File: src/phs_pkg.sv
`default_nettype none
package phs_pkg;

    localparam int NUM_W = 20;
    localparam int DEN_W = 11;
    localparam int QUO_W = 10;
    localparam int FRONT_STAGES = 2;
    localparam int BACK_STAGES = 7;
    localparam int DEPTH = FRONT_STAGES + QUO_W + BACK_STAGES;

    localparam logic [2:0] MODE_HUE_BOTH    = 3'd0;
    localparam logic [2:0] MODE_HUE_POS     = 3'd1;
    localparam logic [2:0] MODE_HUE_NEG     = 3'd2;
    localparam logic [2:0] MODE_RGB_NOSHINY = 3'd3;
    localparam logic [2:0] MODE_RGB_SHINY   = 3'd4;
    localparam logic [2:0] MODE_RGB_ALWAYS  = 3'd5;

    localparam logic [1:0] REG_LIMIT_MODE = 2'd0;
    localparam logic [1:0] REG_COLORATION = 2'd1;
    localparam logic [1:0] REG_SHINY      = 2'd2;

    // floor(x / 1000) as (x * RECIP_1000) >> 32 for x below 2^21
    localparam logic [22:0] RECIP_1000 = 23'd4294968;
    // c * 31 / 1000 as (c * TO5_MUL) >> 32
    localparam logic [27:0] TO5_MUL = 28'd133144008;

    typedef struct packed {
        logic [8:0]  palette_index;
        logic [14:0] color_in;
    } t_in;

    typedef struct packed {
        logic [8:0]  palette_index_out;
        logic [14:0] color_out;
    } t_out;

    typedef struct packed {
        logic [8:0]        index;
        logic              is_rgb;
        logic [14:0]       rgb;
        logic signed [8:0] shift;
        logic              hneg;
        logic [12:0]       hoff;
    } t_side;

    // c * 1000 / 31 for a 5-bit channel
    function automatic logic [9:0] phs_scale(input logic [4:0] c);
        logic [30:0] prod;
        begin
            prod = 31'(c) * 31'd33826000;
            return prod[29:20];
        end
    endfunction

    // base-5 digits of the value: {red, green, blue}
    function automatic logic [8:0] phs_digits(input logic [6:0] val);
        logic [2:0] q25;
        logic [6:0] rem;
        logic [2:0] dr;
        logic [2:0] dg;
        logic [6:0] db;
        begin
            if (val >= 7'd125)      q25 = 3'd5;
            else if (val >= 7'd100) q25 = 3'd4;
            else if (val >= 7'd75)  q25 = 3'd3;
            else if (val >= 7'd50)  q25 = 3'd2;
            else if (val >= 7'd25)  q25 = 3'd1;
            else                    q25 = 3'd0;
            rem = val - 7'(q25 * 7'd25);
            dr = (q25 == 3'd5) ? 3'd0 : q25;
            if (rem >= 7'd20)      dg = 3'd4;
            else if (rem >= 7'd15) dg = 3'd3;
            else if (rem >= 7'd10) dg = 3'd2;
            else if (rem >= 7'd5)  dg = 3'd1;
            else                   dg = 3'd0;
            db = rem - 7'(dg * 7'd5);
            return {dr, dg, db[2:0]};
        end
    endfunction

    function automatic logic [4:0] phs_adjust(input logic [4:0] c, input logic [2:0] d);
        logic signed [6:0] v;
        begin
            v = signed'(7'(c)) + signed'(7'(d)) - 7'sd2;
            if (v > 7'sd31) v = 7'sd31 - signed'(7'(d >> 1));
            if (v < 7'sd0) v = signed'(7'(d >> 1));
            return v[4:0];
        end
    endfunction

endpackage
`default_nettype wire

File: src/phs_div.sv
`default_nettype none
module phs_div import phs_pkg::*; #(
    parameter int NW = NUM_W,
    parameter int DW = DEN_W,
    parameter int QW = QUO_W,
    parameter int SW = 1
) (
    input  wire logic          i_clk,
    input  wire logic          i_en,
    input  wire logic [NW-1:0] i_num,
    input  wire logic [DW-1:0] i_den,
    input  wire logic [SW-1:0] i_side,
    output logic      [QW-1:0] o_quo,
    output logic      [SW-1:0] o_side
);

    localparam int XW = DW + QW;
    localparam int CW = (NW > XW) ? NW : XW;

    logic [NW-1:0] r_rem  [QW];
    logic [DW-1:0] r_den  [QW];
    logic [QW-1:0] r_quo  [QW];
    logic [SW-1:0] r_side [QW];

    for (genvar k = 0; k < QW; k++) begin : g_step
        logic [NW-1:0] rem_in;
        logic [DW-1:0] den_in;
        logic [QW-1:0] quo_in;
        logic [SW-1:0] side_in;
        logic [CW-1:0] sub;
        logic          ge;
        logic [QW-1:0] n_quo;

        if (k == 0) begin : g_first
            assign rem_in  = i_num;
            assign den_in  = i_den;
            assign quo_in  = '0;
            assign side_in = i_side;
        end else begin : g_next
            assign rem_in  = r_rem[k-1];
            assign den_in  = r_den[k-1];
            assign quo_in  = r_quo[k-1];
            assign side_in = r_side[k-1];
        end

        always_comb begin
            sub   = CW'(den_in) << (QW - 1 - k);
            ge    = CW'(rem_in) >= sub;
            n_quo = quo_in;
            n_quo[QW-1-k] = ge;
        end

        always_ff @(posedge i_clk) begin
            if (i_en) begin
                r_rem[k]  <= ge ? NW'(CW'(rem_in) - sub) : rem_in;
                r_den[k]  <= den_in;
                r_quo[k]  <= n_quo;
                r_side[k] <= side_in;
            end
        end
    end

    assign o_quo  = r_quo[QW-1];
    assign o_side = r_side[QW-1];

endmodule
`default_nettype wire

File: config.mk
export PLATFORM = sky130hd
export DESIGN_NAME = phs_div
export DESIGN_NICKNAME = d
export VERILOG_FILES = /design/src/phs_pkg.sv /design/src/phs_div.sv
export SDC_FILE = /design/constraint.sdc
export NUM_CORES = 1
export LEC_CHECK = 0
export BUFFER_PORTS_ARGS = -buffer_cell sky130_fd_sc_hd__clkbuf_2
export CAP_MARGIN = 15
export CORE_MARGIN = 2
export CORE_UTILIZATION = 55
export DETAILED_ROUTE_END_ITERATION = 8
export PLACE_DENSITY = 0.73
export SYNTH_ARGS = -nofsm -noshare
export SYNTH_HDL_FRONTEND = slang
export SYNTH_SLANG_ARGS = --single-unit
File: constraint.sdc
create_clock -name i_clk -period 8.3 [get_ports i_clk]
set_clock_uncertainty 0.1 [all_clocks]
set_input_delay 1.245 -clock i_clk [delete_from_list [all_inputs] [get_ports i_clk]]
set_output_delay 1.245 -clock i_clk [all_outputs]
set_load 0.005 [all_outputs]
# [After elaboration in Yosys (flattened, before gate mapping)]
# Memory sizes are Yosys's and may differ from the RTL's.
# Index checks and enable logic that the tools add are counted.
[totals] register_bits=0 ram_bits=420 input_bits=34 output_inout_bits=11 elab_cells=36 memories=4
[memory_table] name="r_rem" depth=10 word_bits=20 read_ports=9 rd_ports_with_merged_regs=0 wr=10 line="phs_div.sv:20" rtl="logic [NW-1:0] r_rem [QW];"
[memory_table] name="r_den" depth=10 word_bits=11 read_ports=9 rd_ports_with_merged_regs=0 wr=10 line="phs_div.sv:21" rtl="logic [DW-1:0] r_den [QW];"
[memory_table] name="r_quo" depth=10 word_bits=10 read_ports=10 rd_ports_with_merged_regs=0 wr=10 line="phs_div.sv:22" rtl="logic [QW-1:0] r_quo [QW];"
[memory_table] name="r_side" depth=10 word_bits=1 read_ports=10 rd_ports_with_merged_regs=0 wr=10 line="phs_div.sv:23" rtl="logic [SW-1:0] r_side [QW];"
[classes] n_addsub=10 magnitude_cmp=10 mux=12
[op_table] cell="two-way mux 20 bit" count=10
[op_table] cell=">= comparator 20 x 11 -> 1 bit" count=1
[op_table] cell=">= comparator 20 x 12 -> 1 bit" count=1
[op_table] cell=">= comparator 20 x 13 -> 1 bit" count=1
[op_table] cell=">= comparator 20 x 14 -> 1 bit" count=1
[op_table] cell=">= comparator 20 x 15 -> 1 bit" count=1
[op_table] cell=">= comparator 20 x 16 -> 1 bit" count=1
[op_table] cell=">= comparator 20 x 17 -> 1 bit" count=1
[op_table] cell=">= comparator 20 x 18 -> 1 bit" count=1
[op_table] cell=">= comparator 20 x 19 -> 1 bit" count=1
[op_table] cell=">= comparator 20 bit" count=1
[op_table] cell="subtractor 20 x 11 -> 20 bit" count=1
[op_table] cell="subtractor 20 x 12 -> 20 bit" count=1
[op_table] cell="subtractor 20 x 13 -> 20 bit" count=1
[op_table] cell="subtractor 20 x 14 -> 20 bit" count=1
[op_table] cell="subtractor 20 x 15 -> 20 bit" count=1
[op_table] cell="subtractor 20 x 16 -> 20 bit" count=1
[op_table] cell="subtractor 20 x 17 -> 20 bit" count=1
[op_table] cell="subtractor 20 x 18 -> 20 bit" count=1
[op_table] cell="subtractor 20 x 19 -> 20 bit" count=1
[op_table] cell="subtractor 20 bit" count=1
[op_table] cell="two-way mux 1 bit" count=2

# [Longest topological paths before layout]
# An unclocked memory read counts as a cell.
[logic_depth] depth_word=3 depth_mapped=11 ltp_nobuf=11

# [Worst setup path before layout]
# No wires, ideal clock.
[synth_path] path_type="input -> register" from="input i_den[4]" to="memory r_rem[0][18] (netlist bit), data pin" setup_time_ns=0.262 arrival_ns=3.258 slack_ns=4.680 cell_stages=10 path_buffers=1 cell_sequence="inv_1 ha_1 a21o_1 a21oi_1 nor2b_1 or4b_1 o21ai_1 a21oi_1 buf_2 mux2_1"
[synth_lines] element="start, declared" line="phs_div.sv:11" rtl="input wire logic [DW-1:0] i_den,"
[synth_lines] element="end, declared" line="phs_div.sv:20"

==> metrics.md <==
| Metric | Value |
|---|---|
| Antenna fix cells | 0 |
| P_sw | between 1.5 and 2 mW |
| # IOs | between 40 and 50 |
| Peak Freq | 271 MHz |
| Synth top cells by count | edfxtp_1, inv_1, a21oi_1 |
| Initial core utilization | 0.560 |
| Status | completed |
| Worst Tran Pin Value | roughly 1200 ps |
| Die X | roughly 180 um |
| Setup Buffers After CTS | 0 |
| Die area | ~33000 um2 |
| Via density per instance | roughly 5.7 |
| Hold_buf cts | 0 |
| Final min period | approximately 3700 ps |
| Fill cells | about 2400 |
| Layout area overhead | 10.8% |
| Via count | about 11000 |
| RePlAce Congestion | about 0.91 |
| Top-count cell post-synth | edfxtp_1 |
| Sw frac | 0.304 |
| Library cells used by synthesis | approximately 70 |
| FP Rows | 64 |
| H-tree depth | 2 |
| Reg2reg start | r_rem[3][7]$_DFFE_PP_ |
| Post-detailed-route wirelength per cell | 15.4 um |
| Flop-to-flop setup slack | 4760 ps |
| Synth area leader | edfxtp_1 |
| Total core area | between 30000 and 40000 um2 |
| Maximum capacitance violations | 0 |
| Largest net degree at the start of global routing | 198 |
| EDFF count, synth | 344 |
| LEAKAGE | around 7.4 nW |
| Hold path endpoint | r_side[6]$_DFFE_PP_ |
| Vias in the first global route | between 10000 and 15000 |
| FF-to-FF path depth | 8 |
| Placed cells | 1796 |
| PostCTS Resize Cnt | 0 |
| CP Max Fanout | 7 |
| Netlist Area Pre-Place | roughly 17000 um2 |
| Syn nets | 1520 |
| RSZ-0062 raised after global routing | no |
| Logic pwr share | 0.297 |
| Clock Power Share | 0.263 |
| Setup TNS | 0 ps |
| Gate Count Post-Synth | between 1000 and 1500 |
| Syn_area_per_cell | 12.6 um2 |
| Synth warn | 0 |
| Initial antenna violation count | 0 |
| Global-route wire length before repair | between 40 and 50 mm |
| Clock Path Buffers | 3 |
| Post-DP HPWL | between 20 and 25 mm |
| Post-Place Worst Slack | about 3900 ps |
| CTS buffer count | 37 |
| Synth top area cells | edfxtp_1, ha_1, a21oi_1, inv_1, xnor2_1 |
| Synth async-reset ratio | 0 |
| Fin cells | between 1500 and 2000 |
| # setup viols final | 0 |
| Total GRT Usage | 0.179 |
| CTS sink cnt | 344 |
| WP data required | roughly 8500 ps |
| Grt ovf | 0 |
| Share of the synthesized area in the top cell type | 0.601 |
| Fin crit share | 0.444 |
| Fin. Hold Viols | 0 |
| Post-Route WL | around 29 mm |
| Post-DRT Antenna Nets | 0 |
| Internal | 4.11 mW |
| Clk slew on worst S/H paths | approximately 50 ps |
| CTS root buf | clkbuf_16 |
| Worst R2R End | r_rem[4][18]$_DFFE_PP_ |
| Die height | approximately 180 um |
| Max VDD drop | approximately 0.15 mV |
| Slew headroom | 0.211 |
| Final nets | around 1600 |
| Setup CP Type | in2reg |
| Arrival @ worst endpoint | 3860 ps |
| #FFs+latches synth | between 300 and 400 |
| CP Capture Type | flip-flop |
| Worst Setup Start Kind | primary input |
| Max-slew violations | 0 |
| Hold Startpoint | r_side[5]$_DFFE_PP_ |
| Worst Hold Path Cells | 0 |
| DRT iter0 DRCs | 741 |
| Hold Crit Class | reg2reg |
| CTS tree | yes |
| IO Port Bufs | 44 |
| Drt pass-1 iters | 5 |
| DRC errors left | 0 |
| Sequential element share of the synthesized area | 0.601 |
| Share of layout cells above drive strength 1 | 0.0934 |
| Clock latency on the worst-skew pair | between 500 and 600 ps |
| Power Density | a little over 300 nW/um2 |
| PnR worst setup slack | between 4000 and 5000 ps |
| Register share of total power | 0.439 |
| Prevailing post-synth register cell | edfxtp_1 |
-- through the flow --
stage | hold WS, ps | instance area, um2 | util | total power [mW]
3_3_place_gp | 301 | 17900 | 0.583 | 4.27
5_1_grt | 323 | 19000 | 0.621 | 6.27
6_report | 317 | 19000 | 0.621 | 5.90
2_1_floorplan | 300 | 17200 | - | 3.95
3_5_place_dp | 305 | 17900 | 0.583 | 4.36
4_1_cts | 318 | 19000 | 0.621 | 5.93
-- state kept, by name (all words and copies together) (netlist names) --
signal and count:
r_den 99, r_quo 55, r_rem 180, r_side 10
-- critical path: stages --
cell	delay, ps
clkbuf_2	80
inv_1	40
ha_1	340
or4b_2	660
nor4_1	250
nor3_1	80
a21oi_1	550
buf_4	280
mux2_2	340
-- power groups by stage --
stage | clock network (mW) | logic (mW) | registers (mW)
after floorplan | 0 | 1.38 | 2.57
after global placement | 0 | 1.66 | 2.61
after detailed placement | 0 | 1.73 | 2.63
after CTS | 1.59 | 1.75 | 2.59
after global routing | 1.66 | 1.97 | 2.63
final | 1.55 | 1.76 | 2.59
-- worst max path at each step --
stage / slack (ps) / depth (start not counted) / end / startpoint
global route: 4430 / 8 / r_rem[4][18]$_DFFE_PP_ / r_rem[3][13]$_DFFE_PP_
floorplan: 4680 / 10 / r_rem[0][18]$_DFFE_PP_ / i_den[4]
global placement: 3890 / 8 / r_rem[0][11]$_DFFE_PP_ / i_den[2]
finish: 4610 / 9 / r_rem[0][12]$_DFFE_PP_ / i_den[2]
CTS: 4390 / 8 / r_rem[0][14]$_DFFE_PP_ / i_den[2]
detailed placement: 3870 / 8 / r_rem[0][11]$_DFFE_PP_ / i_den[2]
-- kinds of logic after synthesis --
kind of cell / synth area share
simple gates: 0.0948
compound gates: 0.108
flops: 0.601
xor+xnor: 0.0520
buf+inv: 0.0342
fa+ha+maj: 0.0906
mux: 0.0194
-- final cells by class --
class | count | area, um2 | share of cell area
Sequential cell | 344 | 10300 | 0.543
Multi-Input combinational cell | 869 | 6260 | 0.329
Clock buffer | 47 | 1010 | 0.0528
Inverter | 138 | 518 | 0.0272
Tap cell | 396 | 495 | 0.0260
Timing Repair Buffer | 50 | 288 | 0.0151
Clock inverter | 19 | 141 | 0.00743
-- cell usage in the layout, fill, tap and decap left out, types with 21 or more instances in the layout --
cell | Yosys | routed
a21o_1 | 22 | 22
nor4_1 | 23 | 23
xnor2_1 | 57 | 57
o21ai_0 | 60 | 60
ha_1 | 110 | 110
clkbuf_2 | 0 | 43
nand2_1 | 71 | 71
nor2_1 | 94 | 94
mux2_2 | 25 | 25
clkbuf_16 | 0 | 39
inv_1 | 137 | 137
xor2_1 | 45 | 45
nor3_1 | 25 | 25
a21oi_1 | 115 | 115
nand2b_1 | 21 | 21
edfxtp_1 | 344 | 344
-- layer usage --
layer / global-route usage / up-vias / routed length, um
met2: 0.356 / 249 / 15900
li1: - / 5215 / -
met4: 0.0968 / 0 / 1490
met3: 0.0260 / 103 / 1000
met1: 0.174 / 5003 / 10200
met5: 0 / - / 0
Power figures use the tool's default switching activity.
