$ cat src/phs_pkg.sv
`default_nettype none
package phs_pkg;

    localparam int NUM_W = 20;
    localparam int DEN_W = 11;
    localparam int QUO_W = 10;
    localparam int FRONT_STAGES = 2;
    localparam int BACK_STAGES = 7;
    localparam int DEPTH = FRONT_STAGES + QUO_W + BACK_STAGES;

    localparam logic [2:0] MODE_HUE_BOTH    = 3'd0;
    localparam logic [2:0] MODE_HUE_POS     = 3'd1;
    localparam logic [2:0] MODE_HUE_NEG     = 3'd2;
    localparam logic [2:0] MODE_RGB_NOSHINY = 3'd3;
    localparam logic [2:0] MODE_RGB_SHINY   = 3'd4;
    localparam logic [2:0] MODE_RGB_ALWAYS  = 3'd5;

    localparam logic [1:0] REG_LIMIT_MODE = 2'd0;
    localparam logic [1:0] REG_COLORATION = 2'd1;
    localparam logic [1:0] REG_SHINY      = 2'd2;

    // floor(x / 1000) as (x * RECIP_1000) >> 32 for x below 2^21
    localparam logic [22:0] RECIP_1000 = 23'd4294968;
    // c * 31 / 1000 as (c * TO5_MUL) >> 32
    localparam logic [27:0] TO5_MUL = 28'd133144008;

    typedef struct packed {
        logic [8:0]  palette_index;
        logic [14:0] color_in;
    } t_in;

    typedef struct packed {
        logic [8:0]  palette_index_out;
        logic [14:0] color_out;
    } t_out;

    typedef struct packed {
        logic [8:0]        index;
        logic              is_rgb;
        logic [14:0]       rgb;
        logic signed [8:0] shift;
        logic              hneg;
        logic [12:0]       hoff;
    } t_side;

    // c * 1000 / 31 for a 5-bit channel
    function automatic logic [9:0] phs_scale(input logic [4:0] c);
        logic [30:0] prod;
        begin
            prod = 31'(c) * 31'd33826000;
            return prod[29:20];
        end
    endfunction

    // base-5 digits of the value: {red, green, blue}
    function automatic logic [8:0] phs_digits(input logic [6:0] val);
        logic [2:0] q25;
        logic [6:0] rem;
        logic [2:0] dr;
        logic [2:0] dg;
        logic [6:0] db;
        begin
            if (val >= 7'd125)      q25 = 3'd5;
            else if (val >= 7'd100) q25 = 3'd4;
            else if (val >= 7'd75)  q25 = 3'd3;
            else if (val >= 7'd50)  q25 = 3'd2;
            else if (val >= 7'd25)  q25 = 3'd1;
            else                    q25 = 3'd0;
            rem = val - 7'(q25 * 7'd25);
            dr = (q25 == 3'd5) ? 3'd0 : q25;
            if (rem >= 7'd20)      dg = 3'd4;
            else if (rem >= 7'd15) dg = 3'd3;
            else if (rem >= 7'd10) dg = 3'd2;
            else if (rem >= 7'd5)  dg = 3'd1;
            else                   dg = 3'd0;
            db = rem - 7'(dg * 7'd5);
            return {dr, dg, db[2:0]};
        end
    endfunction

    function automatic logic [4:0] phs_adjust(input logic [4:0] c, input logic [2:0] d);
        logic signed [6:0] v;
        begin
            v = signed'(7'(c)) + signed'(7'(d)) - 7'sd2;
            if (v > 7'sd31) v = 7'sd31 - signed'(7'(d >> 1));
            if (v < 7'sd0) v = signed'(7'(d >> 1));
            return v[4:0];
        end
    endfunction

endpackage
`default_nettype wire

$ cat src/phs_front.sv
`default_nettype none
module phs_front import phs_pkg::*; (
    input  wire logic               i_clk,
    input  wire logic               i_en,
    input  wire t_in                i_in,
    input  wire logic [2:0]         i_mode,
    input  wire logic [6:0]         i_val,
    input  wire logic               i_shiny,
    output logic      [NUM_W-1:0]   o_num_s,
    output logic      [DEN_W-1:0]   o_den_s,
    output logic      [NUM_W-1:0]   o_num_h,
    output logic      [DEN_W-1:0]   o_den_h,
    output t_side                   o_side,
    output logic      [9:0]         o_l
);

    logic [2:0]        mode_e;
    logic              is_rgb;
    logic signed [8:0] shift;
    logic [8:0]        dig;
    t_side             n_a_side;

    logic [9:0] r_a_r, r_a_g, r_a_b;
    t_side      r_a_side;

    always_comb begin
        mode_e = (i_mode > MODE_RGB_ALWAYS) ? MODE_HUE_BOTH : i_mode;
        is_rgb = (mode_e == MODE_RGB_ALWAYS) || (mode_e == MODE_RGB_NOSHINY && !i_shiny) ||
                 (mode_e == MODE_RGB_SHINY && i_shiny);
        if (mode_e == MODE_HUE_POS)
            shift = signed'({2'b00, i_val});
        else
            shift = signed'({2'b00, i_val}) - (i_shiny ? 9'sd30 : 9'sd40);
        dig = phs_digits(i_val);
        n_a_side.index  = i_in.palette_index;
        n_a_side.is_rgb = is_rgb;
        n_a_side.rgb    = {phs_adjust(i_in.color_in[14:10], dig[2:0]),
                           phs_adjust(i_in.color_in[9:5], dig[5:3]),
                           phs_adjust(i_in.color_in[4:0], dig[8:6])};
        n_a_side.shift  = shift;
        n_a_side.hneg   = 1'b0;
        n_a_side.hoff   = '0;
    end

    always_ff @(posedge i_clk) begin
        if (i_en) begin
            r_a_r    <= phs_scale(i_in.color_in[4:0]);
            r_a_g    <= phs_scale(i_in.color_in[9:5]);
            r_a_b    <= phs_scale(i_in.color_in[14:10]);
            r_a_side <= n_a_side;
        end
    end

    logic [9:0]         mx, mn, d, mag, l;
    logic [10:0]        sum;
    logic signed [10:0] diff;
    logic [12:0]        off;
    logic [NUM_W-1:0]   n_num_s, n_num_h;
    logic [DEN_W-1:0]   n_den_s, n_den_h;
    t_side              n_b_side;

    always_comb begin
        mx = (r_a_r > r_a_g) ? r_a_r : r_a_g;
        mn = (r_a_r < r_a_g) ? r_a_r : r_a_g;
        if (r_a_b > mx) mx = r_a_b;
        if (r_a_b < mn) mn = r_a_b;
        d   = mx - mn;
        sum = 11'(mx) + 11'(mn);
        l   = sum[10:1];
        if (mx == r_a_r) begin
            diff = signed'(11'(r_a_g)) - signed'(11'(r_a_b));
            off  = (r_a_g < r_a_b) ? 13'd6000 : 13'd0;
        end else if (mx == r_a_g) begin
            diff = signed'(11'(r_a_b)) - signed'(11'(r_a_r));
            off  = 13'd2000;
        end else begin
            diff = signed'(11'(r_a_r)) - signed'(11'(r_a_g));
            off  = 13'd4000;
        end
        mag = (diff < 0) ? 10'(-diff) : 10'(diff);
        if (d == 10'd0) begin
            n_num_s = '0;
            n_den_s = DEN_W'(1);
            n_num_h = '0;
            n_den_h = DEN_W'(1);
            off     = '0;
        end else begin
            n_num_s = NUM_W'(d) * NUM_W'(1000);
            n_den_s = (l > 10'd500) ? DEN_W'(11'd2000 - sum) : DEN_W'(sum);
            n_num_h = NUM_W'(mag) * NUM_W'(1000);
            n_den_h = DEN_W'(d);
        end
        n_b_side      = r_a_side;
        n_b_side.hneg = (diff < 0) && (d != 10'd0);
        n_b_side.hoff = off;
    end

    always_ff @(posedge i_clk) begin
        if (i_en) begin
            o_num_s <= n_num_s;
            o_den_s <= n_den_s;
            o_num_h <= n_num_h;
            o_den_h <= n_den_h;
            o_side  <= n_b_side;
            o_l     <= l;
        end
    end

endmodule
`default_nettype wire

$ cat config.mk
export PLATFORM = sky130hd
export DESIGN_NAME = phs_front
export DESIGN_NICKNAME = d
export VERILOG_FILES = /design/src/phs_pkg.sv /design/src/phs_front.sv
export SDC_FILE = /design/constraint.sdc
export NUM_CORES = 1
export LEC_CHECK = 0
export BUFFER_PORTS_ARGS = -buffer_cell sky130_fd_sc_hd__buf_2
export CORE_MARGIN = 2
export CORE_UTILIZATION = 45
export CTS_CLUSTER_DIAMETER = 80
export DETAILED_ROUTE_END_ITERATION = 8
export PLACE_DENSITY = 0.63
export SETUP_SLACK_MARGIN = 0.4
export SLEW_MARGIN = 20
export SYNTH_ARGS = -nofsm -noshare
export SYNTH_HDL_FRONTEND = slang
export SYNTH_SLANG_ARGS = --single-unit
$ cat constraint.sdc
create_clock -name i_clk -period 12.45 [get_ports i_clk]
set_input_delay 0.6225 -clock i_clk [delete_from_list [all_inputs] [get_ports i_clk]]
set_output_delay 0.6225 -clock i_clk [all_outputs]
set_load 0.01 [all_outputs]
== Word level (Yosys, flattened, before mapping) ==
Cells that the tools add are included.
Storage, ports and cells
  register bits after elaboration: 182
  input bits: 37
  output and inout port bits: 120
  word-level logic and storage cells: 119
Operators by class
  $add $sub $neg: 19
  $mul: 7
  $lt $le $gt $ge: 23
  eq/ne operators: 7
  muxes and demuxes: 30
  reduce and logical (&&, ||, !) cells: 8
Operators by type and width (count)
  $mul A5 B22 Y26 const B: 3
  $mux W10: 5
  $mul A10 B7 Y17 const B: 2
  $mux W11: 3
  $sub A10 B10 Y11: 3
  $lt A10 B10 Y1: 3
  $mux W7: 4
  $mux W13: 2
  $ge A7 B7 Y1 const B: 3
  $gt A7 B6 Y1 const B: 3
  $lt A7 B1 Y1 const B: 3
  $sub A6 B2 Y7 const B: 3
  $eq A10 B10 Y1: 2
  $gt A10 B10 Y1: 2
  $add A5 B3 Y6: 3
  $sub A5 B2 Y6 const A: 3
  $mux W3: 5
  $ge A7 B4 Y1 const B: 2
  $ge A7 B5 Y1 const B: 2
  $mux W2: 7
  $mux W12: 1
  $add A10 B10 Y11: 1
  $lt A11 B1 Y1 const B: 1
  $sub A11 B11 Y11 const A: 1
  21 further kinds: 27

== Longest topological paths before layout ==
  depth in word-level cells: 21
  mapped depth: 46
  mapped depth without buffers: 43

== Worst setup path before layout ==
No wires, ideal clock.
  path type: register to register
  from: reg r_a_g[1]
  to: reg o_num_h[19], data pin
  library setup time: 0.266 ns
  arrival time: 9.739 ns
  required time: 12.184 ns
  path slack: 2.445 ns
  stages on the path, launching flop included: 42
  buffers on the path: 3
  period minus slack after synthesis: 10.005 ns
  cells stage by stage: edfxtp_1 inv_1 ha_1 nor2b_1 o31ai_1 a31oi_1 a211oi_2 nor2_1 clkbuf_1 mux2i_1 ha_1 a211oi_2 nor2_1 or4b_4 and2_4 nand2_1 o311ai_1 a211oi_4 (+6 left out) inv_1 fa_1 inv_1 fa_1 inv_1 fa_1 inv_1 fa_1 inv_1 ha_1 a21oi_1 nor2b_1 o21a_1 o31a_1 o41ai_1 o21ai_0 xnor2_1 nor2_1
Between the ends
  longest elaborated chain between the ends: 10
  elaborated cells on any way between the ends: 20
  those cells by class: add/sub: 4; mul: 1; order compare: 5; eq/ne: 2; mux: 7; reduce/logical: 1
Ends and longest elaborated chain
  start: declaration: RTL line phs_front.sv:23  | logic [9:0] r_a_r, r_a_g, r_a_b;
  start signal: assignment: RTL line phs_front.sv:48  | r_a_g <= phs_scale(i_in.color_in[9:5]);
  $gt A10 B10 Y1: RTL line phs_front.sv:63  | mx = (r_a_r > r_a_g) ? r_a_r : r_a_g;
  $mux W10: RTL line phs_front.sv:63
  $gt A10 B10 Y1: RTL line phs_front.sv:65  | if (r_a_b > mx) mx = r_a_b;
  $mux W10: RTL line phs_front.sv:65
  $eq A10 B10 Y1: RTL line phs_front.sv:73  | end else if (mx == r_a_g) begin
  $mux W11: RTL line phs_front.sv:73
  $mux W11: RTL line phs_front.sv:70  | if (mx == r_a_r) begin
  $neg A10 Y10 / $lt A11 B1 Y1 (equally long branches): RTL line phs_front.sv:80  | mag = (diff < 0) ? 10'(-diff) : 10'(diff);
  $mux W10: RTL line phs_front.sv:80
  $mul A10 B7 Y17: RTL line phs_front.sv:90  | n_num_h = NUM_W'(mag) * NUM_W'(1000);
  end signal: assignment: RTL line phs_front.sv:102  | o_num_h <= n_num_h;
  end: declaration: RTL line phs_front.sv:11  | output logic [NUM_W-1:0] o_num_h,
Parallel ways exist; a longest one is shown, timed or not.
A chain may end at the register's enable or synchronous reset.

== Worst setup path in the final report ==
Ends and elaborated chain as after synthesis.

==> qor.yml <==
sta:
  finalSetupTns_ns: 0
  drv_slew: 0
  hold_viol: 0
  tightest_slew_ns: 0.917
  fin_ws_ns: 1.55
  fin_worst_skew_ns: 0.0113
  min_period_ns: 10.90
  fmax_mhz: 91.8
  rsz0062_at_grt: "no"
  setup_viol: 0
  relSlewSlack: 0.389
  min_period_over_period: 0.875
  hold_ws_ns: 0.355
setup_path:
  critPathRequiredTime_ns: 12.63
  r2r_end: "o_num_h[19]"
  slowest_stage: "a211oi_4"
  cp-startpoint: "r_a_g[1]"
  crit_type: "reg2reg"
  cp-end-kind: "register"
  cp-start-kind: "register"
  crit_top_cell: "ha_1"
  reg2reg_depth: 38
  timing.rr.start: "r_a_g[1]"
  cp_max_fo: 22
  cp_slowest_stage_delay_ns: 0.63
  rrSetupSlack_ns: 1.55
  cp_data_arrival_time_ns: 11.08
  crit_end: "o_num_h[19]"
synth:
  synth_cell_types: 81
  synth_top_flop_cell: "edfxtp_1"
  seq_area_frac_synth: 0.315
  yosys_warnings: 0
  ys_ff_latch: 163
  avgSynthCellArea_um2: 10.5
  yosysTopAreaCellShare: 0.315
  synth_cells: 1481
  synth.area.top_cells: "edfxtp_1, ha_1, fa_1"
  synth_top_cell_by_area: "edfxtp_1"
  ys_async_sr_fraction: 0
  synth_edf_count: 163
  synth_area_um2: 15500
floorplan:
  die_area_um2: 36000
  coreArea_um2: 34300
  initial_core_util: 0.453
  num_rows: 68
  io_pins: 157
  die_y_um: 190
  die_w_um: 190
worst_hold_path:
  hp-class: "in2reg"
placement:
  finalWeightedCongestion: 0.917
  place_hpwl_mm: 25.4
  io_buffers: 145
  pre_cts_ws_ns: 1.76
clock_tree:
  cts_hold_buf: 0
  ctsResizeCount: 0
  postCtsSetupBuffers: 0
  cts_tree: "built"
  cts_made_buffers: 17
  clkTransAtPathRegs_ns: 0.07
  cts_max_path_buffers: 2
  clock_latency_ns: 0.44
  htree_num_levels: 4
  numClockSinks: 163
  cts-root-buf: "clkbuf_16"
cells_and_area:
  area.growth.synth_to_final_pct: 11.5
  nNetsFinal: 2005
  antenna_cells: 0
  drive_gt1_frac: 0.134
drt:
  met1Wirelength_mm: 15.1
  drc: 0
  wl_mm: 32.1
  viasPerCell: 5.11
  post_drt_wl_per_cell_um: 15.3
  dr.max_layer_used: "met4"
  drt_iter0_drc: 511
  dr_wl_met3_mm: 1.34
  vias: 10700
  ant_nets: 0
  wl_met2_mm: 15.2
  dr.pass1.iters: 5
status:
  status: "finished, final reports clean"
global_routing:
  grt_max_degree: 97
  grt_use_total: 0.186
  grt_pass1_wl_mm: 53.5
  grt_pass1_vias: 10600
  overflow: 0
  antenna_found_initial: 0
run:
  maxCapViolCount: 0
cell families after synthesis:
group | count (synthesis) | share of synthesized area
simple gates | 278 | 0.0845
xor+xnor | 141 | 0.0822
flops | 163 | 0.315
mux | 39 | 0.0257
compound gates | 267 | 0.115
other cells | 1 | 0.000241
buf+inv | 248 | 0.0657
fa+ha+maj | 344 | 0.311
layout by cell type (no fill, tap or decap), types with 6 or more instances in the layout:
cell type  Yosys  routed
nor4_1         7       7
ha_1         273     273
a21o_1        51      51
xnor2_1       91      91
nor2b_1       14      14
o21ai_0       35      35
nand2_1       50      50
a21oi_1       97      97
buf_2          3     144
nor2_1       127     126
a31oi_1        7       7
buf_4         19       6
inv_1        210     210
or2_2          7       7
fa_1          71      71
edfxtp_1     163     163
conb_1         1      11
nand3_1       17      17
o21bai_1      15      15
a211oi_1      10      10
o21a_1         7       7
clkbuf_16      0      17
nor3_1         8       8
nand2b_1       8       8
and3_1         7       7
mux2i_1       34      34
xor2_1        46      46
nand4_1        6       6
metrics by stage:
step	cells	utilization	area [um2]
2_1_floorplan	1491	-	15600
3_3_place_gp	2060	0.487	16700
3_5_place_dp	2060	0.487	16700
4_1_cts	2092	0.505	17300
5_1_grt	2092	0.505	17300
6_report	2092	0.505	17300
flip-flops by register name, summed over array words and instances, names as in the netlist:
name,flops
o_num_s,17
o_den_h,8
o_side,40
r_a_r,9
o_den_s,11
n_b_side,33
r_a_g,9
o_num_h,17
o_l,10
r_a_b,9
worst max-delay path, delay by kind of cell, from the launching register on:
family                     cells  cell delay (ns)
xor gates and xnor gates       3             0.90
buffers and inverters          5             0.83
AOI/OAI and AO/OA             13             3.53
muxes                          2             0.81
and+or+nand+nor                8             1.47
DFF                            1             0.55
adders and majority gates      7             2.51
final cells by class:
class                      instances  area [um2]
timing repair buffer             151         777
inverter                         211         792
clock buffer                      18         429
fill                            3140       17000
clock inverter                    14         201
sequential                       163        4890
tap                              455         569
multi-input combinational       1080        9660
cells in the mapped netlist (all sizes together), types with 3 or more instances:
cell type,instances
ha,273
inv,211
edfxtp,163
nor2,127
a21oi,98
xnor2,93
fa,71
a21o,51
nand2,51
xor2,48
o21ai,39
mux2i,35
buf,29
nand3,17
o21bai,16
a211oi,14
nor2b,14
a31oi,8
clkbuf,8
nand2b,8
nor3,8
or2,8
and3,7
nor4,7
o21a,7
nand4,6
o31a,5
or3,5
a21boi,4
and2,4
mux2,4
a31o,3
a41o,3
how the worst min path moves through the flow:
stage                            start            to  slack (ns)  cells after the start
final                         i_in[21]  n_b_side[45]        0.35                      1
after global routing          i_in[21]  n_b_side[45]        0.32                      1
after CTS                     i_in[21]  n_b_side[45]        0.32                      1
after detailed placement  n_b_side[30]    o_side[30]        0.40                      0
after global placement    n_b_side[44]    o_side[44]        0.40                      0
after floorplan           n_b_side[14]    o_side[14]        0.40                      0
routing by layer:
metal,GRT usage,vias up
li1,-,5376
met1,0.252,5079
met2,0.312,208
met3,0.0293,18
met4,0.0471,0
met5,0,-
Power is left out: the tool's default activity adds up to more than one toggle a clock period on the data nets, which glitch-free logic cannot reach.
