## config.mk

```make
export PLATFORM = sky130hd
export DESIGN_NAME = phs_back
export DESIGN_NICKNAME = d
export VERILOG_FILES = /design/src/phs_pkg.sv /design/src/phs_back.sv
export SDC_FILE = /design/constraint.sdc
export NUM_CORES = 2
export LEC_CHECK = 0
export BUFFER_PORTS_ARGS = -buffer_cell sky130_fd_sc_hd__buf_2
export CORE_MARGIN = 2
export CORE_UTILIZATION = 53
export CTS_BUF_LIST = sky130_fd_sc_hd__clkbuf_16
export DETAILED_ROUTE_END_ITERATION = 8
export PLACE_DENSITY = 0.78
export SETUP_SLACK_MARGIN = 0.5
export SLEW_MARGIN = 20
export SYNTH_ARGS = -nofsm -noshare
export SYNTH_HDL_FRONTEND = slang
export SYNTH_SLANG_ARGS = --single-unit
```

## constraint.sdc

```tcl
create_clock -name i_clk -period 15.3 [get_ports i_clk]
set_clock_uncertainty 0.15 [all_clocks]
set_input_delay 3.06 -clock i_clk [delete_from_list [all_inputs] [get_ports i_clk]]
set_output_delay 3.06 -clock i_clk [all_outputs]
set_load 0.05 [all_outputs]
```

## src/phs_pkg.sv

```systemverilog
`default_nettype none
package phs_pkg;

    localparam int NUM_W = 20;
    localparam int DEN_W = 11;
    localparam int QUO_W = 10;
    localparam int FRONT_STAGES = 2;
    localparam int BACK_STAGES = 7;
    localparam int DEPTH = FRONT_STAGES + QUO_W + BACK_STAGES;

    localparam logic [2:0] MODE_HUE_BOTH    = 3'd0;
    localparam logic [2:0] MODE_HUE_POS     = 3'd1;
    localparam logic [2:0] MODE_HUE_NEG     = 3'd2;
    localparam logic [2:0] MODE_RGB_NOSHINY = 3'd3;
    localparam logic [2:0] MODE_RGB_SHINY   = 3'd4;
    localparam logic [2:0] MODE_RGB_ALWAYS  = 3'd5;

    localparam logic [1:0] REG_LIMIT_MODE = 2'd0;
    localparam logic [1:0] REG_COLORATION = 2'd1;
    localparam logic [1:0] REG_SHINY      = 2'd2;

    // floor(x / 1000) as (x * RECIP_1000) >> 32 for x below 2^21
    localparam logic [22:0] RECIP_1000 = 23'd4294968;
    // c * 31 / 1000 as (c * TO5_MUL) >> 32
    localparam logic [27:0] TO5_MUL = 28'd133144008;

    typedef struct packed {
        logic [8:0]  palette_index;
        logic [14:0] color_in;
    } t_in;

    typedef struct packed {
        logic [8:0]  palette_index_out;
        logic [14:0] color_out;
    } t_out;

    typedef struct packed {
        logic [8:0]        index;
        logic              is_rgb;
        logic [14:0]       rgb;
        logic signed [8:0] shift;
        logic              hneg;
        logic [12:0]       hoff;
    } t_side;

    // c * 1000 / 31 for a 5-bit channel
    function automatic logic [9:0] phs_scale(input logic [4:0] c);
        logic [30:0] prod;
        begin
            prod = 31'(c) * 31'd33826000;
            return prod[29:20];
        end
    endfunction

    // base-5 digits of the value: {red, green, blue}
    function automatic logic [8:0] phs_digits(input logic [6:0] val);
        logic [2:0] q25;
        logic [6:0] rem;
        logic [2:0] dr;
        logic [2:0] dg;
        logic [6:0] db;
        begin
            if (val >= 7'd125)      q25 = 3'd5;
            else if (val >= 7'd100) q25 = 3'd4;
            else if (val >= 7'd75)  q25 = 3'd3;
            else if (val >= 7'd50)  q25 = 3'd2;
            else if (val >= 7'd25)  q25 = 3'd1;
            else                    q25 = 3'd0;
            rem = val - 7'(q25 * 7'd25);
            dr = (q25 == 3'd5) ? 3'd0 : q25;
            if (rem >= 7'd20)      dg = 3'd4;
            else if (rem >= 7'd15) dg = 3'd3;
            else if (rem >= 7'd10) dg = 3'd2;
            else if (rem >= 7'd5)  dg = 3'd1;
            else                   dg = 3'd0;
            db = rem - 7'(dg * 7'd5);
            return {dr, dg, db[2:0]};
        end
    endfunction

    function automatic logic [4:0] phs_adjust(input logic [4:0] c, input logic [2:0] d);
        logic signed [6:0] v;
        begin
            v = signed'(7'(c)) + signed'(7'(d)) - 7'sd2;
            if (v > 7'sd31) v = 7'sd31 - signed'(7'(d >> 1));
            if (v < 7'sd0) v = signed'(7'(d >> 1));
            return v[4:0];
        end
    endfunction

endpackage
`default_nettype wire

```

## src/phs_back.sv

```systemverilog
`default_nettype none
module phs_back import phs_pkg::*; (
    input  wire logic              i_clk,
    input  wire logic              i_en,
    input  wire logic [QUO_W-1:0]  i_qs,
    input  wire logic [QUO_W-1:0]  i_qh,
    input  wire t_side             i_side,
    input  wire logic [9:0]        i_l,
    output t_out                   o_out
);

    localparam logic [1:0] KIND_UP   = 2'd0;
    localparam logic [1:0] KIND_TOP  = 2'd1;
    localparam logic [1:0] KIND_DOWN = 2'd2;
    localparam logic [1:0] KIND_LOW  = 2'd3;

    // pass-through: index, path select, adjusted color
    logic [24:0] r_pass [BACK_STAGES-1];
    logic [9:0]  r_l    [BACK_STAGES-1];
    logic [9:0]  r_s    [BACK_STAGES-1];

    always_ff @(posedge i_clk) begin
        if (i_en) begin
            r_pass[0] <= {i_side.index, i_side.is_rgb, i_side.rgb};
            r_l[0]    <= i_l;
            r_s[0]    <= i_qs;
            for (int i = 1; i < BACK_STAGES - 1; i++) begin
                r_pass[i] <= r_pass[i-1];
                r_l[i]    <= r_l[i-1];
                r_s[i]    <= r_s[i-1];
            end
        end
    end

    // stage 1
    logic [12:0]       hraw;
    logic [26:0]       r_hm;
    logic [19:0]       r_ls;
    logic [20:0]       r_ls1;
    logic signed [8:0] r_shift;

    always_comb begin
        hraw = i_side.hneg ? i_side.hoff - 13'(i_qh) : i_side.hoff + 13'(i_qh);
    end

    always_ff @(posedge i_clk) begin
        if (i_en) begin
            r_hm    <= 27'(hraw) * 27'd10923;
            r_ls    <= 20'(i_l) * 20'(i_qs);
            r_ls1   <= 21'(i_l) * (21'(i_qs) + 21'd1000);
            r_shift <= i_side.shift;
        end
    end

    // stage 2
    logic [11:0] hh;
    logic [9:0]  hw;
    logic [20:0] pnum;
    logic [9:0]  r_h;
    logic [43:0] r_pm;

    always_comb begin
        hh = 12'(r_hm[25:16]) + 12'd1000 + 12'(r_shift);
        if (hh >= 12'd2000)      hw = 10'(hh - 12'd2000);
        else if (hh >= 12'd1000) hw = 10'(hh - 12'd1000);
        else                     hw = 10'(hh);
        pnum = (r_l[0] < 10'd500) ? r_ls1 : 21'(r_ls);
    end

    always_ff @(posedge i_clk) begin
        if (i_en) begin
            r_h  <= hw;
            r_pm <= 44'(pnum) * 44'(RECIP_1000);
        end
    end

    // stage 3
    logic [9:0]  t;
    logic [10:0] p, q, tr, tb;
    logic [10:0] r_p, r_q;
    logic [9:0]  r_o [3];

    always_comb begin
        t  = r_pm[41:32];
        p  = (r_l[1] < 10'd500) ? 11'(t) : 11'(r_l[1]) + 11'(r_s[1]) - 11'(t);
        q  = {r_l[1], 1'b0} - p;
        tr = 11'(r_h) + 11'd333;
        tb = 11'(r_h) + 11'd667;
    end

    always_ff @(posedge i_clk) begin
        if (i_en) begin
            r_p    <= p;
            r_q    <= q;
            r_o[0] <= (tr >= 11'd1000) ? 10'(tr - 11'd1000) : 10'(tr);
            r_o[1] <= r_h;
            r_o[2] <= (tb >= 11'd1000) ? 10'(tb - 11'd1000) : 10'(tb);
        end
    end

    // stage 4
    logic [1:0]  kind [3];
    logic [10:0] f    [3];
    logic [10:0] dpq;
    logic [21:0] r_prod [3];
    logic [1:0]  r_kind [3];
    logic [10:0] r_p4, r_q4;

    always_comb begin
        dpq = r_p - r_q;
        for (int c = 0; c < 3; c++) begin
            if (r_o[c] < 10'd167) begin
                kind[c] = KIND_UP;
                f[c]    = 11'(r_o[c]) * 11'd6;
            end else if (r_o[c] < 10'd500) begin
                kind[c] = KIND_TOP;
                f[c]    = '0;
            end else if (r_o[c] < 10'd667) begin
                kind[c] = KIND_DOWN;
                f[c]    = (11'd667 - 11'(r_o[c])) * 11'd6;
            end else begin
                kind[c] = KIND_LOW;
                f[c]    = '0;
            end
        end
    end

    always_ff @(posedge i_clk) begin
        if (i_en) begin
            for (int c = 0; c < 3; c++) begin
                r_prod[c] <= 22'(dpq) * 22'(f[c]);
                r_kind[c] <= kind[c];
            end
            r_p4 <= r_p;
            r_q4 <= r_q;
        end
    end

    // stage 5
    logic [44:0] r_x    [3];
    logic [1:0]  r_kind5 [3];
    logic [10:0] r_p5, r_q5;

    always_ff @(posedge i_clk) begin
        if (i_en) begin
            for (int c = 0; c < 3; c++) begin
                r_x[c]     <= 45'(r_prod[c]) * 45'(RECIP_1000);
                r_kind5[c] <= r_kind[c];
            end
            r_p5 <= r_p4;
            r_q5 <= r_q4;
        end
    end

    // stage 6
    logic [10:0] ch [3];
    logic [38:0] r_y [3];

    always_comb begin
        for (int c = 0; c < 3; c++) begin
            case (r_kind5[c])
                KIND_UP:   ch[c] = r_q5 + r_x[c][42:32];
                KIND_DOWN: ch[c] = r_q5 + r_x[c][42:32];
                KIND_TOP:  ch[c] = r_p5;
                default:   ch[c] = r_q5;
            endcase
            if (r_s[4] == 10'd0) ch[c] = 11'(r_l[4]);
        end
    end

    always_ff @(posedge i_clk) begin
        if (i_en) begin
            for (int c = 0; c < 3; c++) begin
                r_y[c] <= 39'(ch[c]) * 39'(TO5_MUL);
            end
        end
    end

    // stage 7: output word
    t_out n_out;

    always_comb begin
        n_out.palette_index_out = r_pass[BACK_STAGES-2][24:16];
        if (r_pass[BACK_STAGES-2][15])
            n_out.color_out = r_pass[BACK_STAGES-2][14:0];
        else
            n_out.color_out = {r_y[2][36:32], r_y[1][36:32], r_y[0][36:32]};
    end

    always_ff @(posedge i_clk) begin
        if (i_en) begin
            o_out <= n_out;
        end
    end

endmodule
`default_nettype wire
```

# After elaboration in Yosys (flattened, before gate mapping)
# Memories as Yosys holds them, arrays and structs flattened.
# Index checks and enable logic that the tools add are counted.
dict set report word_totals {
  elab_cells 125
  regBits 215
  input_bits 80
  ramBits 609
  n_memories 9
  out_inout_bits 24
}
# memory words width read_ports rd_clocked_by_memory_dff write_ports line
set mem_list {}
lappend mem_list {r_pass 6 25 6 0 6 phs_back.sv:18} ;# logic [24:0] r_pass [BACK_STAGES-1];
lappend mem_list {r_x 3 42 3 0 3 phs_back.sv:140} ;# logic [44:0] r_x [3];
lappend mem_list {r_y 3 35 3 0 3 phs_back.sv:157} ;# logic [38:0] r_y [3];
lappend mem_list {r_prod 3 22 3 0 3 phs_back.sv:105} ;# logic [21:0] r_prod [3];
lappend mem_list {r_l 6 10 5 0 6 phs_back.sv:19} ;# logic [9:0] r_l [BACK_STAGES-1];
lappend mem_list {r_s 6 10 5 0 6 phs_back.sv:20} ;# logic [9:0] r_s [BACK_STAGES-1];
lappend mem_list {{+3 memories} n/a n/a n/a n/a n/a n/a}
dict set report classes {
  n_mul 19
  magnitude_cmp 15
  addsub 21
  n_mux 34
  eq_ne 6
  reduce_logical 7
}
# cell count
set op_table {}
lappend op_table {{11-bit 2-to-1 mux} 13}
lappend op_table {{22-bit by 20-bit multiplier with 42-bit output, second input constant} 3}
lappend op_table {{11-bit by 24-bit multiplier with 35-bit output, second input constant} 3}
lappend op_table {{11-bit by 11-bit multiplier with 22-bit output} 3}
lappend op_table {{11-bit case mux with 2 select lines} 3}
lappend op_table {{10-bit by 9-bit less-than comparator with 1-bit output, second input constant} 5}
lappend op_table {{10-bit 2-to-1 mux} 4}
lappend op_table {{10-bit subtractor, second input constant} 4}
lappend op_table {{21-bit by 20-bit multiplier with 39-bit output, second input constant} 1}
lappend op_table {{10-bit by 10-bit adder with 11-bit output, second input constant} 3}
lappend op_table {{11-bit adder} 3}
lappend op_table {{11-bit by 2-bit multiplier with 10-bit output, second input constant} 3}
lappend op_table {{10-bit by 10-bit subtractor with 11-bit output, first input constant} 3}
lappend op_table {{10-bit less-than comparator, second input constant} 3}
lappend op_table {{10-bit by 8-bit less-than comparator with 1-bit output, second input constant} 3}
lappend op_table {{10-bit by 2-bit multiplier with 10-bit output, second input constant} 3}
lappend op_table {{13-bit by 14-bit multiplier with 26-bit output, second input constant} 1}
lappend op_table {{11-bit by 10-bit >= comparator with 1-bit output, second input constant} 2}
lappend op_table {{11-bit subtractor} 2}
lappend op_table {{10-bit by 11-bit multiplier with 21-bit output} 1}
lappend op_table {{21-bit 2-to-1 mux} 1}
lappend op_table {{10-bit by 10-bit multiplier with 20-bit output} 1}
lappend op_table {{15-bit 2-to-1 mux} 1}
lappend op_table {{13-bit by 10-bit adder with 13-bit output} 1}
lappend op_table {{15 further kinds} 32}

# Longest topological paths before layout
# An unclocked memory read counts as a cell.
dict set report logic_depth {
  depth_word 7
  depth_mapped 33
  mapped_depth_nobuf 33
}

# Worst setup path before layout
# Ideal clock, no wire load.
dict set report synth_path {
  path_type {in2reg}
  from {input i_side[13] (netlist bit)}
  to {register r_hm[22], data pin}
  setup_time_ns 0.258
  arrival_ns 9.450
  setup_slack_ns 5.442
  stages 28
  required_ns 14.892
  path_buffers 1
  path_cell_list {clkbuf_1 > mux2i_1 > ha_1 > nor2b_1 > o21ai_0 > a21boi_0 > o21ai_0 > a21boi_0 > o21ai_0 > a21boi_0 > o21ai_0 > a21oi_1 > xor2_1 > ha_1 > fa_1 > inv_1 > fa_1 > inv_1 > fa_1 > fa_1 > ha_1 > nand4_1 > or3_1 > a31oi_1 > o21ai_0 > o21bai_1 > a21oi_1 > xnor2_1}
}
dict set report synth_between {
  elab_chain_cells 2
}
# item line
set synth_lines {}
lappend synth_lines {{from (decl)} phs_back.sv:7} ;# input wire t_side i_side,
lappend synth_lines {{13-bit 2-to-1 mux} phs_back.sv:43} ;# hraw = i_side.hneg ? i_side.hoff - 13'(i_qh) : i_side.hoff + 13'(i_qh);
lappend synth_lines {{13-bit by 14-bit multiplier with 26-bit output} phs_back.sv:48} ;# r_hm <= 27'(hraw) * 27'd10923;
lappend synth_lines {{to (signal assigned)} phs_back.sv:48}
lappend synth_lines {{to (decl)} phs_back.sv:37} ;# logic [26:0] r_hm;
# No other way between the ends.
# A chain may end at the register's enable or synchronous reset.

# Worst setup path in the final report
dict set report layout_path {
  from {input i_qh[0]}
  to {register r_hm[22], data pin}
}
dict set report layout_between {
  elab_chain_cells 3
  elab_cells_between_ends 4
  classes_between {add/sub: 2; mul: 1; mux: 1}
}
# item line
set layout_lines {}
lappend layout_lines {{from (decl)} phs_back.sv:6} ;# input wire logic [QUO_W-1:0] i_qh,
lappend layout_lines {{13-bit by 10-bit adder with 13-bit output or 13-bit by 10-bit subtractor with 13-bit output (tied branches)} phs_back.sv:43}
lappend layout_lines {{13-bit 2-to-1 mux (*)} phs_back.sv:43}
lappend layout_lines {{13-bit by 14-bit multiplier with 26-bit output (*)} phs_back.sv:48}
# Mark *: on every way between the ends. The rest lies on a longest branch, timed or not.

==> metrics <==
#FFs+latches synth ~560; CP bufs+invs 4; starting DRC count in detailed routing 2694; worst reg2reg path startpoint r_q5[1]; Setup Fix Bufs, Post-CTS 0; commonest cells in the netlist inv_1, ha_1, fa_1, edfxtp_1, nand2_1; Final Hold Violating Endpoints 0; delay of the slowest cell on the worst path around 0.52 ns; Place WS approximately 4.6 ns; count of standard-cell rows between 100 and 150; hpwl dp ~140 mm; total core area about 150000 um^2; CP startpoint i_qh[0]; library cells used by synthesis 88; Setup CP Type primary input to flip-flop; synthesis warning total 0; Clock transition at path regs ~0.070 ns; Setup Viol. Count Final 0; Syn Area/Cell approximately 11 um^2; # IOs about 100; Post-DRT Antenna Nets 0; CP Data Required Time 15.55 ns; hold_buf cts 0; Crit. End Element flip-flop; final wirelength ~170 mm; max-cap violations 0; Mapped Area 78210 um^2; async set-or-reset flop fraction in the synthesized netlist 0%; GRT Residual Overflow 0; post-cts sizing count 0; RSZ-0062 raised after global routing false; worst-skew pair later-pin latency roughly 0.66 ns; Clock Tree Root clkbuf_16; CP Launch Type primary input; Starting Density roughly 54%; Hold Crit Class flip-flop to flip-flop; top-area cell type share of the netlist area 27.31%; share of cells above drive strength 1 a little over 4%; CTS tree yes; total track usage roughly 23%; Area growth syn-to-layout 6.294%; min-delay src r_pass[2][3]; EDFF count, synth about 560; min cycle time layout ~10 ns; CTS buffer count 60; fmax 0.09966 GHz; Crit path top cell by count o21ai_0; status finished, final reports clean; cell taking the most area after synthesis fa_1; die width roughly 390 um; CP max stage cell fa_1; routed vias/inst 5.361; Final Max Slew Viols 0; largest cells by area after synthesis fa_1, ha_1, edfxtp_1; Sum Neg Setup Slack 0 ns; DRC 0; Bufs on Longest Clock Path 3; crit path DAT between 10 and 15 ns; nets@finish around 10000; dominant synthesized flop cell edfxtp_1; wire per inst ~18 um; top-count cell post-synth inv_1; Gate Count Post-Synth 7378; slew margin rel. ~29%; largest delay contributor family on the critical path adder cells; CTS sink count approximately 560; First-pass DRT Iterations 5; Buffers on Ports between 100 and 150; gpl congestion about 0.94; CP Max Fanout 5; initial antenna violation count 7; largest net degree at the start of global routing 174; final worst path period share between 60% and 70%; vias in the first global route 55590; H-tree lvl count 2; register area share after synthesis 21.66%; detailed-route via count 50870; Slew @ Worst Pin 1.036 ns; Die Area approximately 150000 um^2; final worst slack about 5.3 ns; Die Height slightly below 400 um; first-pass GRT wire length about 280 mm
-- registers in the layout (all words and copies together) (netlist names), 11 cells and up --
signal  count
r_ls1      19
r_pass    150
r_l        50
r_o        29
o_out      24
r_ls       20
r_p4       11
r_p        11
r_s        50
r_x        33
r_prod     60
r_y        15
r_p5       11
-- through the flow --
step	cells	util [%]	hold slack (ns)	cell area (um^2)
floorplan	7394	-	0.2503	78270
global placement	9367	55.54	0.2507	81140
detailed placement	9367	55.54	0.2545	81140
CTS	9479	56.88	0.2556	83100
global route	9485	56.90	0.2725	83120
finish	9488	56.90	0.2549	83130
-- final cells by class --
type                    instances  area (um^2)
multi-input cells            4895        54060
fillers                     12140        62960
clock buffers                  61         1526
diodes                          9        22.52
clock inverters                51        432.9
well taps                    1917         2399
flip-flops and latches        564        16940
repair buffers                136        785.8
inverters                    1855         6963
-- metal layers --
layer | routed length [um] | global-route usage, %
met2 | 83660 | 40.56
met5 | 0 | 0
met4 | 6531 | 8.136
met3 | 7741 | 2.609
met1 | 69560 | 28.80
-- cells by family after synthesis --
logic type	count (synthesis)	synth area share, %
buf+inv	1935	9.306
flops	564	21.66
xor+xnor	314	3.517
other cells	2	0.009603
simple gates	1199	7.414
compound gates	762	6.359
fa+ha+maj	2546	50.97
mux	56	0.7663
-- placed cells by master (no fill, tap or decap), types with 62 or more instances in the layout --
| cell type | Yosys | layout |
|---|---|---|
| nor2_1 | 285 | 285 |
| inv_1 | 1855 | 1859 |
| nor2b_1 | 64 | 64 |
| xor2_1 | 86 | 86 |
| a21oi_1 | 216 | 215 |
| fa_1 | 1067 | 1067 |
| xnor2_1 | 228 | 227 |
| nand2b_1 | 62 | 62 |
| buf_2 | 9 | 102 |
| a21o_1 | 74 | 74 |
| o21ai_0 | 134 | 134 |
| edfxtp_1 | 564 | 564 |
| and2_1 | 146 | 146 |
| ha_1 | 1478 | 1478 |
| nand2_1 | 380 | 380 |
-- worst reg2reg max path, stage by stage, from the launching register on --
cell and delay [ns]:
edfxtp_1 0.49, inv_1 0.19, fa_1 0.46, nor2b_1 0.17
o21ai_1 0.10, a21boi_0 0.21, o21ai_0 0.13, a21boi_0 0.27
o21ai_0 0.18, a211oi_1 0.31, nor4b_1 0.11, or4_1 0.42
a31oi_1 0.59, fa_1 0.65, inv_1 0.25, fa_1 0.61
fa_1 0.54, fa_1 0.53, fa_1 0.55, inv_1 0.05
ha_1 0.28, nand4_1 0.09, a2111oi_0 0.82, a211oi_2 0.20
a21oi_1 0.36, o41a_1 0.28, nor4_1 0.07, or3_1 0.35
-- final timing paths --
check | slack [ns] | cells past startpoint | to
max | 5.27 | 30 | r_hm[22]
min | 0.25 | 0 | r_pass[3][3]
max reg2reg | 5.63 | 27 | r_y[0][68]
min reg2reg | 0.25 | 0 | r_pass[3][3]
Power is not shown: default switching activity piles up to over one toggle a cycle in this logic, so the estimate is an artifact.
